===== src/hw/rtl/mer_pkg.sv =====
// ----------------------------------------------------------------------------
// mer_pkg
// Shared widths, register indexes, datapath commands and status for the
// midpoint ellipse rasterizer.
// ----------------------------------------------------------------------------
package mer_pkg;

    // field widths
    localparam int RADIUS_BITS   = 10;
    localparam int COORD_BITS    = 11;
    localparam int OUT_BITS      = 13;
    localparam int DEC_BITS      = 48;
    localparam int STEP_BITS     = RADIUS_BITS + 1;
    localparam int SQ_BITS       = 2 * RADIUS_BITS;

    // shared multiplier operand and product widths
    localparam int MUL_A_BITS    = SQ_BITS + STEP_BITS;
    localparam int MUL_B_BITS    = SQ_BITS;
    localparam int MUL_P_BITS    = MUL_A_BITS + MUL_B_BITS;
    localparam int MUL_W_BITS    = (MUL_P_BITS > DEC_BITS) ? MUL_P_BITS : DEC_BITS;

    // configuration port
    localparam int CFG_ADDR_BITS = 2;
    localparam int CFG_DATA_BITS = (RADIUS_BITS > COORD_BITS) ? RADIUS_BITS : COORD_BITS;

    // stream widths
    localparam int IN_TDATA_BITS  = 8;
    localparam int OUT_TDATA_BITS = ((8 * OUT_BITS + 7) / 8) * 8;

    // configuration register indexes
    typedef enum logic [CFG_ADDR_BITS-1:0] {
        REG_RADIUS_X = 2'd0,
        REG_RADIUS_Y = 2'd1,
        REG_CENTER_X = 2'd2,
        REG_CENTER_Y = 2'd3
    } cfg_reg_t;

    typedef struct packed {
        logic [RADIUS_BITS-1:0] radius_x;
        logic [RADIUS_BITS-1:0] radius_y;
        logic [COORD_BITS-1:0]  center_x;
        logic [COORD_BITS-1:0]  center_y;
    } cfg_regs_t;

    // datapath operations, one per controller step
    typedef enum logic [3:0] {
        OP_NONE,
        OP_RS_SQX,
        OP_RS_SQY,
        OP_RS_MUL,
        OP_RS_FIN,
        OP_AD_P1,
        OP_AD_P2,
        OP_AD_CMP,
        OP_R1_STEP,
        OP_R2_M1,
        OP_R2_M2,
        OP_R2_M3,
        OP_R2_M4,
        OP_R2_STEP,
        OP_STOP,
        OP_EMIT
    } dp_op_t;

    typedef struct packed {
        dp_op_t op;
        logic   emit_valid;
    } dp_cmd_t;

    typedef struct packed {
        logic finished;
        logic region_two;
        logic step_le;
        logic y_zero;
    } dp_status_t;

    // result payload, last field in the lowest bits
    typedef struct packed {
        logic [OUT_BITS-1:0] py_d;
        logic [OUT_BITS-1:0] px_d;
        logic [OUT_BITS-1:0] py_c;
        logic [OUT_BITS-1:0] px_c;
        logic [OUT_BITS-1:0] py_b;
        logic [OUT_BITS-1:0] px_b;
        logic [OUT_BITS-1:0] py_a;
        logic [OUT_BITS-1:0] px_a;
    } out_result_t;

endpackage


===== src/hw/rtl/mer_cfg.sv =====
// ----------------------------------------------------------------------------
// mer_cfg
// Configuration register file: radii and centre, written by index.
// ----------------------------------------------------------------------------
module mer_cfg (
    input  logic                               aclk,
    input  logic                               aresetn,
    input  logic                               cfg_we,
    input  logic [mer_pkg::CFG_ADDR_BITS-1:0]  cfg_addr,
    input  logic [mer_pkg::CFG_DATA_BITS-1:0]  cfg_wdata,
    output mer_pkg::cfg_regs_t                 cfg
);

    mer_pkg::cfg_regs_t cfg_reg;

    // register writes, truncated to each register's width
    always_ff @(posedge aclk) begin
        if (!aresetn) begin
            cfg_reg <= '0;
        end else if (cfg_we) begin
            unique case (cfg_addr)
                mer_pkg::REG_RADIUS_X: begin
                    cfg_reg.radius_x <= cfg_wdata[mer_pkg::RADIUS_BITS-1:0];
                end
                mer_pkg::REG_RADIUS_Y: begin
                    cfg_reg.radius_y <= cfg_wdata[mer_pkg::RADIUS_BITS-1:0];
                end
                mer_pkg::REG_CENTER_X: begin
                    cfg_reg.center_x <= cfg_wdata[mer_pkg::COORD_BITS-1:0];
                end
                mer_pkg::REG_CENTER_Y: begin
                    cfg_reg.center_y <= cfg_wdata[mer_pkg::COORD_BITS-1:0];
                end
            endcase
        end
    end

    assign cfg = cfg_reg;

endmodule


===== src/hw/rtl/mer_datapath.sv =====
// ----------------------------------------------------------------------------
// mer_datapath
// Walk position, squared radii, decision variable and one shared multiplier;
// holds the result register loaded on an emit command.
// ----------------------------------------------------------------------------
module mer_datapath (
    input  logic                  aclk,
    input  logic                  aresetn,
    input  mer_pkg::dp_cmd_t      cmd,
    input  mer_pkg::cfg_regs_t    cfg,
    output mer_pkg::dp_status_t   status,
    output mer_pkg::out_result_t  result,
    output logic                  points_valid,
    output logic                  done_res
);

    localparam int DB = mer_pkg::DEC_BITS;
    localparam int SB = mer_pkg::STEP_BITS;
    localparam int OB = mer_pkg::OUT_BITS;

    // walk state
    logic [SB-1:0] x_reg, y_reg;
    logic          finished_reg, region2_reg;

    // arithmetic state
    logic [mer_pkg::SQ_BITS-1:0]    rx2_reg, ry2_reg;
    logic [mer_pkg::MUL_A_BITS-1:0] p1_reg, p2_reg;
    logic [DB-1:0]                  d_reg, acc_reg, prod_reg;

    // result register
    mer_pkg::out_result_t result_reg;
    logic                 valid_reg, done_reg;

    // multiplier
    logic [mer_pkg::MUL_A_BITS-1:0] mul_a;
    logic [mer_pkg::MUL_B_BITS-1:0] mul_b;
    logic [mer_pkg::MUL_W_BITS-1:0] mul_full;

    // step arithmetic
    logic [SB-1:0] x_inc, y_dec, r1_y;
    logic [DB-1:0] rx2_w, ry2_w, p1_w, p2_w, prod4;
    logic [DB-1:0] r1_inc, r2_inc;
    logic          d_neg;

    // coordinates
    logic [OB-1:0] cx, cy, xo, yo;

    // operand select for the shared multiplier
    always_comb begin
        mul_a = '0;
        mul_b = '0;
        unique case (cmd.op)
            mer_pkg::OP_RS_SQX: begin
                mul_a = mer_pkg::MUL_A_BITS'(cfg.radius_x);
                mul_b = mer_pkg::MUL_B_BITS'(cfg.radius_x);
            end
            mer_pkg::OP_RS_SQY: begin
                mul_a = mer_pkg::MUL_A_BITS'(cfg.radius_y);
                mul_b = mer_pkg::MUL_B_BITS'(cfg.radius_y);
            end
            mer_pkg::OP_RS_MUL: begin
                mul_a = mer_pkg::MUL_A_BITS'(rx2_reg);
                mul_b = mer_pkg::MUL_B_BITS'(cfg.radius_y);
            end
            mer_pkg::OP_AD_P1: begin
                mul_a = mer_pkg::MUL_A_BITS'(ry2_reg);
                mul_b = mer_pkg::MUL_B_BITS'(x_reg);
            end
            mer_pkg::OP_AD_P2: begin
                mul_a = mer_pkg::MUL_A_BITS'(rx2_reg);
                mul_b = mer_pkg::MUL_B_BITS'(y_reg);
            end
            mer_pkg::OP_R2_M1: begin
                mul_a = p1_reg;
                mul_b = mer_pkg::MUL_B_BITS'(x_reg);
            end
            mer_pkg::OP_R2_M2: begin
                mul_a = p2_reg;
                mul_b = mer_pkg::MUL_B_BITS'(y_reg);
            end
            mer_pkg::OP_R2_M3: begin
                mul_a = mer_pkg::MUL_A_BITS'(rx2_reg);
                mul_b = mer_pkg::MUL_B_BITS'(ry2_reg);
            end
            default: begin
                mul_a = '0;
                mul_b = '0;
            end
        endcase
    end

    assign mul_full = mer_pkg::MUL_W_BITS'(mul_a) * mer_pkg::MUL_W_BITS'(mul_b);

    // decision increments for one step in each region
    assign rx2_w  = DB'(rx2_reg);
    assign ry2_w  = DB'(ry2_reg);
    assign p1_w   = DB'(p1_reg);
    assign p2_w   = DB'(p2_reg);
    assign prod4  = prod_reg << 2;
    assign d_neg  = d_reg[DB-1];
    assign x_inc  = x_reg + SB'(1);
    assign y_dec  = y_reg - SB'(1);
    assign r1_y   = d_neg ? y_reg : y_dec;

    // region one: 8*ry2*(x+1) + 4*ry2, plus 8*rx2 - 8*rx2*y when y steps
    assign r1_inc = (p1_w << 3) + (ry2_w << 3) + (ry2_w << 2)
                  + (d_neg ? '0 : ((rx2_w << 3) - (p2_w << 3)));
    // region two: 12*rx2 - 8*rx2*y, plus 8*ry2*(x+1) when x steps
    assign r2_inc = (rx2_w << 3) + (rx2_w << 2) - (p2_w << 3)
                  + (d_neg ? ((p1_w << 3) + (ry2_w << 3)) : '0);

    // walk position and flags
    always_ff @(posedge aclk) begin
        if (!aresetn) begin
            x_reg        <= '0;
            y_reg        <= '0;
            finished_reg <= 1'b1;
            region2_reg  <= 1'b0;
        end else begin
            case (cmd.op)
                mer_pkg::OP_RS_FIN: begin
                    x_reg        <= '0;
                    y_reg        <= SB'(cfg.radius_y);
                    region2_reg  <= 1'b0;
                    finished_reg <= (cfg.radius_x == '0) || (cfg.radius_y == '0);
                end
                mer_pkg::OP_R1_STEP: begin
                    x_reg        <= x_inc;
                    y_reg        <= r1_y;
                    finished_reg <= (r1_y == '0);
                end
                mer_pkg::OP_R2_M1: begin
                    region2_reg  <= 1'b1;
                end
                mer_pkg::OP_R2_STEP: begin
                    x_reg        <= d_neg ? x_inc : x_reg;
                    y_reg        <= y_dec;
                    finished_reg <= (y_dec == '0);
                end
                mer_pkg::OP_STOP: begin
                    finished_reg <= 1'b1;
                end
                default: begin
                end
            endcase
        end
    end

    // arithmetic registers, product registered every cycle
    always_ff @(posedge aclk) begin
        prod_reg <= mul_full[DB-1:0];
        case (cmd.op)
            mer_pkg::OP_RS_SQY: rx2_reg <= prod_reg[mer_pkg::SQ_BITS-1:0];
            mer_pkg::OP_RS_MUL: ry2_reg <= prod_reg[mer_pkg::SQ_BITS-1:0];
            mer_pkg::OP_RS_FIN: d_reg <= (ry2_w << 2) - prod4 + rx2_w;
            mer_pkg::OP_AD_P2:  p1_reg <= prod_reg[mer_pkg::MUL_A_BITS-1:0];
            mer_pkg::OP_AD_CMP: p2_reg <= prod_reg[mer_pkg::MUL_A_BITS-1:0];
            mer_pkg::OP_R1_STEP: d_reg <= d_reg + r1_inc;
            // ry2*(2x+1)^2 = 4x*P1 + 4*P1 + ry2
            mer_pkg::OP_R2_M2:  acc_reg <= prod4 + (p1_w << 2) + ry2_w;
            // 4*rx2*(y-1)^2 = 4y*P2 - 8*P2 + 4*rx2
            mer_pkg::OP_R2_M3:  acc_reg <= acc_reg + prod4 - (p2_w << 3) + (rx2_w << 2);
            mer_pkg::OP_R2_M4:  d_reg <= acc_reg - prod4;
            mer_pkg::OP_R2_STEP: d_reg <= d_reg + r2_inc;
            default: begin
            end
        endcase
    end

    // four mirrored points around the live centre
    assign cx = OB'(cfg.center_x);
    assign cy = OB'(cfg.center_y);
    assign xo = OB'(x_reg);
    assign yo = OB'(y_reg);

    always_ff @(posedge aclk) begin
        if (cmd.op == mer_pkg::OP_EMIT) begin
            valid_reg <= cmd.emit_valid;
            done_reg  <= finished_reg;
            if (cmd.emit_valid) begin
                result_reg.px_a <= cx + xo;
                result_reg.py_a <= cy + yo;
                result_reg.px_b <= cx - xo;
                result_reg.py_b <= cy - yo;
                result_reg.px_c <= cx - xo;
                result_reg.py_c <= cy + yo;
                result_reg.px_d <= cx + xo;
                result_reg.py_d <= cy - yo;
            end else begin
                result_reg <= '0;
            end
        end
    end

    // status; step_le is sampled while the second product sits in prod_reg
    assign status.finished   = finished_reg;
    assign status.region_two = region2_reg;
    assign status.step_le    = (p1_reg <= prod_reg[mer_pkg::MUL_A_BITS-1:0]);
    assign status.y_zero     = (y_reg == '0);

    assign result       = result_reg;
    assign points_valid = valid_reg;
    assign done_res     = done_reg;

    // a walk that has reached the axis is always marked finished
    a_yzero_finished: assert property (@(posedge aclk) disable iff (!aresetn)
        (y_reg == '0) |-> finished_reg)
        else $error("walk at y zero without finished flag");

    // region two persists until a restart
    a_region_sticky: assert property (@(posedge aclk) disable iff (!aresetn)
        (region2_reg && cmd.op != mer_pkg::OP_RS_FIN) |=> region2_reg)
        else $error("region two flag dropped without restart");

    // a stop command always leaves the walk finished
    a_stop_finished: assert property (@(posedge aclk) disable iff (!aresetn)
        (cmd.op == mer_pkg::OP_STOP) |=> finished_reg)
        else $error("stop command left walk unfinished");

endmodule


===== src/hw/rtl/mer_ctrl.sv =====
// ----------------------------------------------------------------------------
// mer_ctrl
// Sequencer: accepts items, steps the datapath through restart, region one,
// region change, region two and stop sequences, and owns the output valid.
// ----------------------------------------------------------------------------
module mer_ctrl (
    input  logic                 aclk,
    input  logic                 aresetn,
    input  logic                 s_tvalid,
    input  logic                 s_restart,
    output logic                 s_tready,
    output logic                 m_tvalid,
    input  logic                 m_tready,
    input  mer_pkg::dp_status_t  status,
    output mer_pkg::dp_cmd_t     cmd
);

    typedef enum logic [3:0] {
        S_IDLE,
        S_RS_SQX,
        S_RS_SQY,
        S_RS_MUL,
        S_RS_FIN,
        S_AD_P1,
        S_AD_P2,
        S_AD_CMP,
        S_R1_STEP,
        S_R2_M1,
        S_R2_M2,
        S_R2_M3,
        S_R2_M4,
        S_R2_STEP,
        S_STOP,
        S_EMIT
    } state_t;

    state_t state_reg;
    logic   s_ready_reg, m_valid_reg, emit_valid_reg;
    logic   accept, emit_ok;

    assign accept  = s_tvalid && s_ready_reg;
    assign emit_ok = !m_valid_reg || m_tready;

    // state and registered handshake outputs
    always_ff @(posedge aclk) begin
        if (!aresetn) begin
            state_reg      <= S_IDLE;
            s_ready_reg    <= 1'b1;
            m_valid_reg    <= 1'b0;
            emit_valid_reg <= 1'b0;
        end else begin
            // the emit step reloads the valid itself
            if (m_valid_reg && m_tready && state_reg != S_EMIT) begin
                m_valid_reg <= 1'b0;
            end
            unique case (state_reg)
                S_IDLE: begin
                    if (accept) begin
                        s_ready_reg <= 1'b0;
                        if (s_restart) begin
                            state_reg      <= S_RS_SQX;
                            emit_valid_reg <= 1'b1;
                        end else if (status.finished || status.y_zero) begin
                            state_reg      <= S_STOP;
                            emit_valid_reg <= 1'b0;
                        end else begin
                            state_reg      <= S_AD_P1;
                            emit_valid_reg <= 1'b1;
                        end
                    end
                end
                S_RS_SQX:  state_reg <= S_RS_SQY;
                S_RS_SQY:  state_reg <= S_RS_MUL;
                S_RS_MUL:  state_reg <= S_RS_FIN;
                S_RS_FIN:  state_reg <= S_EMIT;
                S_AD_P1:   state_reg <= S_AD_P2;
                S_AD_P2:   state_reg <= S_AD_CMP;
                S_AD_CMP: begin
                    if (status.region_two) begin
                        state_reg <= S_R2_STEP;
                    end else if (status.step_le) begin
                        state_reg <= S_R1_STEP;
                    end else begin
                        state_reg <= S_R2_M1;
                    end
                end
                S_R1_STEP: state_reg <= S_EMIT;
                S_R2_M1:   state_reg <= S_R2_M2;
                S_R2_M2:   state_reg <= S_R2_M3;
                S_R2_M3:   state_reg <= S_R2_M4;
                S_R2_M4:   state_reg <= S_R2_STEP;
                S_R2_STEP: state_reg <= S_EMIT;
                S_STOP:    state_reg <= S_EMIT;
                S_EMIT: begin
                    if (emit_ok) begin
                        m_valid_reg <= 1'b1;
                        s_ready_reg <= 1'b1;
                        state_reg   <= S_IDLE;
                    end
                end
            endcase
        end
    end

    // command decode
    always_comb begin
        cmd.emit_valid = emit_valid_reg;
        unique case (state_reg)
            S_IDLE:    cmd.op = mer_pkg::OP_NONE;
            S_RS_SQX:  cmd.op = mer_pkg::OP_RS_SQX;
            S_RS_SQY:  cmd.op = mer_pkg::OP_RS_SQY;
            S_RS_MUL:  cmd.op = mer_pkg::OP_RS_MUL;
            S_RS_FIN:  cmd.op = mer_pkg::OP_RS_FIN;
            S_AD_P1:   cmd.op = mer_pkg::OP_AD_P1;
            S_AD_P2:   cmd.op = mer_pkg::OP_AD_P2;
            S_AD_CMP:  cmd.op = mer_pkg::OP_AD_CMP;
            S_R1_STEP: cmd.op = mer_pkg::OP_R1_STEP;
            S_R2_M1:   cmd.op = mer_pkg::OP_R2_M1;
            S_R2_M2:   cmd.op = mer_pkg::OP_R2_M2;
            S_R2_M3:   cmd.op = mer_pkg::OP_R2_M3;
            S_R2_M4:   cmd.op = mer_pkg::OP_R2_M4;
            S_R2_STEP: cmd.op = mer_pkg::OP_R2_STEP;
            S_STOP:    cmd.op = mer_pkg::OP_STOP;
            S_EMIT:    cmd.op = emit_ok ? mer_pkg::OP_EMIT : mer_pkg::OP_NONE;
        endcase
    end

    assign s_tready = s_ready_reg;
    assign m_tvalid = m_valid_reg;

    // input is only taken while the sequencer is idle
    a_ready_idle: assert property (@(posedge aclk) disable iff (!aresetn)
        s_ready_reg |-> state_reg == S_IDLE)
        else $error("ready raised outside idle");

    // a restart transfer always enters the restart sequence
    a_restart_seq: assert property (@(posedge aclk) disable iff (!aresetn)
        (state_reg == S_IDLE && accept && s_restart) |=> state_reg == S_RS_SQX)
        else $error("restart transfer did not start restart sequence");

    // a new result only comes from the emit step
    a_valid_src: assert property (@(posedge aclk) disable iff (!aresetn)
        $rose(m_valid_reg) |-> $past(state_reg) == S_EMIT)
        else $error("output valid raised outside emit");

    // a pending result blocks the emit step
    a_emit_hold: assert property (@(posedge aclk) disable iff (!aresetn)
        (state_reg == S_EMIT && m_valid_reg && !m_tready) |-> cmd.op != mer_pkg::OP_EMIT)
        else $error("pending result overwritten");

endmodule


===== src/hw/rtl/midpoint_ellipse_rasterizer.sv =====
// ----------------------------------------------------------------------------
// midpoint_ellipse_rasterizer
// Midpoint ellipse walk: each transfer restarts or advances the walk by one
// decision step and returns the four mirrored pixels around the centre.
//
//   channel  dir  handshake          payload
//   s_       in   s_tvalid/s_tready  s_tdata[0] restart
//   m_       out  m_tvalid/m_tready  m_tdata 8 coords, m_tuser valid, m_tlast done
//   cfg_     in   cfg_we             cfg_addr index, cfg_wdata value
//
// A restart squares the radii and sets the decision; an advance forms the
// region products, then takes a region one or two step, recomputing the
// decision first on entering region two; an advance on a finished walk only
// stops. Each item ends at the emit step before the next is taken. One shared
// 31x20 multiplier forms every product. Reset is synchronous and clears the
// sequencer, the configuration registers and the walk position; after reset
// the walk reports finished. A result waiting on m_tready holds the sequencer
// at the emit step; the next item is taken while the previous result still waits.
// ----------------------------------------------------------------------------
module midpoint_ellipse_rasterizer (
    input  logic                                aclk,
    input  logic                                aresetn,
    // restart
    input  logic                                s_tvalid,
    output logic                                s_tready,
    input  logic [mer_pkg::IN_TDATA_BITS-1:0]   s_tdata,
    // px_a, py_a, px_b, py_b, px_c, py_c, px_d, py_d
    output logic                                m_tvalid,
    input  logic                                m_tready,
    output logic [mer_pkg::OUT_TDATA_BITS-1:0]  m_tdata,
    // points_valid
    output logic                                m_tuser,
    output logic                                m_tlast,
    input  logic                                cfg_we,
    input  logic [mer_pkg::CFG_ADDR_BITS-1:0]   cfg_addr,
    input  logic [mer_pkg::CFG_DATA_BITS-1:0]   cfg_wdata
);

    mer_pkg::cfg_regs_t    cfg;
    mer_pkg::dp_cmd_t      cmd;
    mer_pkg::dp_status_t   status;
    mer_pkg::out_result_t  result;

    // configuration registers
    mer_cfg u_cfg (
        .aclk      (aclk),
        .aresetn   (aresetn),
        .cfg_we    (cfg_we),
        .cfg_addr  (cfg_addr),
        .cfg_wdata (cfg_wdata),
        .cfg       (cfg)
    );

    // sequencer
    mer_ctrl u_ctrl (
        .aclk      (aclk),
        .aresetn   (aresetn),
        .s_tvalid  (s_tvalid),
        .s_restart (s_tdata[0]),
        .s_tready  (s_tready),
        .m_tvalid  (m_tvalid),
        .m_tready  (m_tready),
        .status    (status),
        .cmd       (cmd)
    );

    // walk datapath and result register
    mer_datapath u_dp (
        .aclk         (aclk),
        .aresetn      (aresetn),
        .cmd          (cmd),
        .cfg          (cfg),
        .status       (status),
        .result       (result),
        .points_valid (m_tuser),
        .done_res     (m_tlast)
    );

    assign m_tdata = mer_pkg::OUT_TDATA_BITS'(result);

endmodule


===== config.mk =====
export PLATFORM = sky130hd
export DESIGN_NAME = midpoint_ellipse_rasterizer
export DESIGN_NICKNAME = d
export VERILOG_FILES = /design/src/hw/rtl/mer_pkg.sv /design/src/hw/rtl/mer_cfg.sv /design/src/hw/rtl/mer_datapath.sv /design/src/hw/rtl/mer_ctrl.sv /design/src/hw/rtl/midpoint_ellipse_rasterizer.sv
export SDC_FILE = /design/constraint.sdc
export NUM_CORES = 2
export LEC_CHECK = 0
export BUFFER_PORTS_ARGS = -buffer_cell sky130_fd_sc_hd__clkbuf_2
export CORE_ASPECT_RATIO = 0.6
export CORE_MARGIN = 5
export CORE_UTILIZATION = 40
export DETAILED_ROUTE_END_ITERATION = 6
export SYNTH_ARGS = -nofsm -noshare
export SYNTH_HDL_FRONTEND = slang
export SYNTH_HIERARCHICAL = 1
export SYNTH_SLANG_ARGS = --single-unit

===== constraint.sdc =====
create_clock -name aclk -period 13.73 [get_ports aclk]
set_clock_uncertainty 0.2 [all_clocks]
set_input_delay 2.746 -clock aclk [delete_from_list [all_inputs] [get_ports aclk]]
set_output_delay 2.746 -clock aclk [all_outputs]
set_load 0.05 [all_outputs]

==> flow_summary_export.csv <==
group,metric,value,unit
status,status,"finished, violations left",
status,violations,"design-rule violations",
yosys,synth-async-reset-ratio,0,%
critical_path,critPathTopFamily,"adder cells",
die,rows,108,
yosys,ys_types,99,
timing,fin_hold_ws,0.289,ns
grt,grt_pass1_vias,47400,
yosys,syn_inst,6759,
cts,numCtsBuffers,43,
die,die_w,503,microns
critical_path,cp-start-kind,"input pin",
power,p_leak,29.1,nW
yosys,synth_top_area_share,23.3,%
yosys,synth_xor_area_share,6.23,%
timing,final_max_slew_viol_count,0,
cts,clkSlewWorstSetupHoldPaths,0.07,ns
cts,cts_tree,"built",
critical_path,critical_path_class,"input pin to flip-flop",
power,ir_drop,0.215,mV
power,p_per_area,254,nW/um^2
finish,syn_to_final_growth,7.64,%
yosys,synth_simple_gate_area_share,14.3,%
finish,largest_register_ff_count,47,
timing,tightest_slew,1.25,ns
route,via_per_inst,5.62,
cts,postCtsHoldBufs,0,
timing,period_share,94.4,%
yosys,yosysMostFrequentCell,"inv_1",
timing,max_freq,77.1,MHz
route,wire_per_inst,23.6,microns
cts,htree_num_levels,2,
route,wirelength,208,mm
flow_run,cap_violations,0,
route,drt-initial-drc-count,6505,
yosys,syn_area,58200,sq um
critical_path,reg2reg_slack,2.53,ns
timing,fin_crit,12.96,ns
yosys,synth_fa_ha_area_share,36.8,%
grt,grt_max_degree,79,
finish,drive_gt1_share,5.30,%
cts,postCtsSetupBuffers,0,
cts,clkLatencyLatePin,0.67,ns
timing,setup_viol,0,
grt,antenna_found_initial,4,
yosys,seq_area_frac_synth,16.6,%
timing,relSlewSlack,15.9,%
timing,fin_tns_setup,0,ns
place,gp_congestion,0.992,
critical_path,max_stage_delay,0.73,ns
cts,cts.sink_count,362,
critical_path,cp.required,14.02,ns
die,start_util,40.3,%
critical_path,crit_path_end_kind,"flip-flop",
route,drt_pass1_iterations,7,
hold_path,min_path_type,"flip-flop to flip-flop",
timing,hold_violations,0,
critical_path,critPathMaxFanout,19,
yosys,synthMuxAreaShare,0.954,%
yosys,synth.avg_cell_area,8.62,sq um
critical_path,path_common_cell,"fa_1",
yosys,synth_top_area_cell,"fa_1",
yosys,yosys_warnings,6,
critical_path,crit_arrival,13.25,ns
cts,root_buffer,"clkbuf_16",
die,pin_count,134,
critical_path,path_buf_inv,9,
cts,ctsLongestPathBuffers,3,
yosys,synth_ff_type,"edfxtp_1",
route,drc,27,
yosys,ys_top_cells_by_area,"fa_1 23%, ha_1 13%, edfxtp_1 13%",
yosys,synth_top_family_by_area,"adder cells",
finish,fin_nets,8191,
route,route.vias.total,49600,
route,drtAntennaViolNets,0,
die,dieArea,154000,sq um
yosys,synth-edff-count,243,
timing,rsz0062_at_grt,"no",
die,core,145000,sq um
grt,grt_pass1_wl,308,mm
place,hpwlAfterDp,174,mm
grt,overflow,0,
die,die_h,306,microns
yosys,synth_seq_cells,362,
yosys,synth-compound-area-share,15.5,%
place,io_buffer_count,122,
yosys,ys_top_cells_by_count,"1152 x inv_1, 679 x fa_1, 672 x nand2_1, 627 x ha_1, 495 x nor2_1",
grt,grtUsageTotal,26.6,%
critical_path,slowest_stage,"o31ai_1",
-- timing repair --
action	4_1_cts	5_1_grt
gates resized for setup	0	1
endpoints found under the hold margin	0	0
endpoints found under the setup margin	0	1
-- layout make-up --
type	instances	area, sq um
Antenna cell	1	2.50
Clock buffer	50	1100
Clock inverter	28	365
Fill cell	14400	81900
Inverter	1156	4340
Multi-Input combinational cell	5067	43400
Sequential cell	362	9680
Tap cell	1925	2410
Timing Repair Buffer	229	1410
-- placed cells by master (no fill, tap or decap), types with 31 or more instances in the layout --
master,n
nor4_1,31
edfxtp_1,243
o22ai_1,32
nor2_1,488
and3_1,53
a22oi_1,31
nor2b_1,64
clkbuf_16,43
a21o_1,155
xnor2_1,286
buf_4,107
xor2_1,128
o21ai_0,270
a211oi_1,37
nand2_1,671
conb_1,88
nand3_1,113
o21bai_1,58
inv_1,1152
ha_1,627
a21oi_1,414
a31oi_1,44
fa_1,679
o21a_1,56
and2_1,62
nor3_1,73
nand2b_1,75
nand4_1,55
clkbuf_2,122
dfxtp_1,119
mux2i_1,51
-- where the power goes --
part | switching [mW] | leakage, nW | internal (mW) | total, mW
logic | 7.86 | 25.2 | 4.94 | 12.8
registers | 0.395 | 3.24 | 1.51 | 1.90
clock network | 0.550 | 0.717 | 0.700 | 1.25
-- path summary, 6_finish.rpt --
| kind | startpoint | endpoint | cells after the start |
|---|---|---|---|
| max | m_tready | u_dp/prod_reg[43]$_DFF_P_ | 36 |
| min | u_cfg/cfg[11]$_SDFFE_PN0P_ | u_cfg/cfg[11]$_SDFFE_PN0P_ | 2 |
| max reg2reg | u_ctrl/state_reg[1]$_SDFFE_PN0P_ | u_dp/prod_reg[43]$_DFF_P_ | 35 |
| min reg2reg | u_cfg/cfg[11]$_SDFFE_PN0P_ | u_cfg/cfg[11]$_SDFFE_PN0P_ | 2 |
-- cell families after synthesis --
group                    after synthesis
XOR/XNOR                             414
other                                  2
AND/OR/NAND/NOR                     1811
AO/OA/AOI/OAI                       1393
flip-flops                           362
buffers and inverters               1416
multiplexers                          55
adder cells (fa/ha/maj)             1306
-- per-layer routing --
metal  GRT usage [%]  vias to the layer above  part of all wire, %
met1            44.8                    24200                   50
met5           0.122                        -                0.061
met4            2.81                        6                  1.0
met3            11.5                      142                   17
met2            30.3                     2763                   33
li1                -                    22500                    -
-- stage by stage --
stage / power, mW / instances / worst slack, ns / instance area (sq um) / util (%)
CTS: 15.5 / 8817 / 0.701 / 62700 / 43.4
finish: 16.0 / 8818 / 0.767 / 62700 / 43.4
detailed placement: 14.2 / 8739 / 0.100 / 61200 / 42.3
floorplan: 10.9 / 6845 / 1.42 / 58600 / -
global route: 17.3 / 8817 / 0.248 / 62700 / 43.4
global placement: 14.1 / 8739 / 0.145 / 61200 / 42.3
-- worst min-delay path: stages (launching register included) --
cell and delay, ns:
dfxtp_1 0.33, nand2_1 0.06, mux2i_1 0.06
Power figures use the tool's default switching activity.
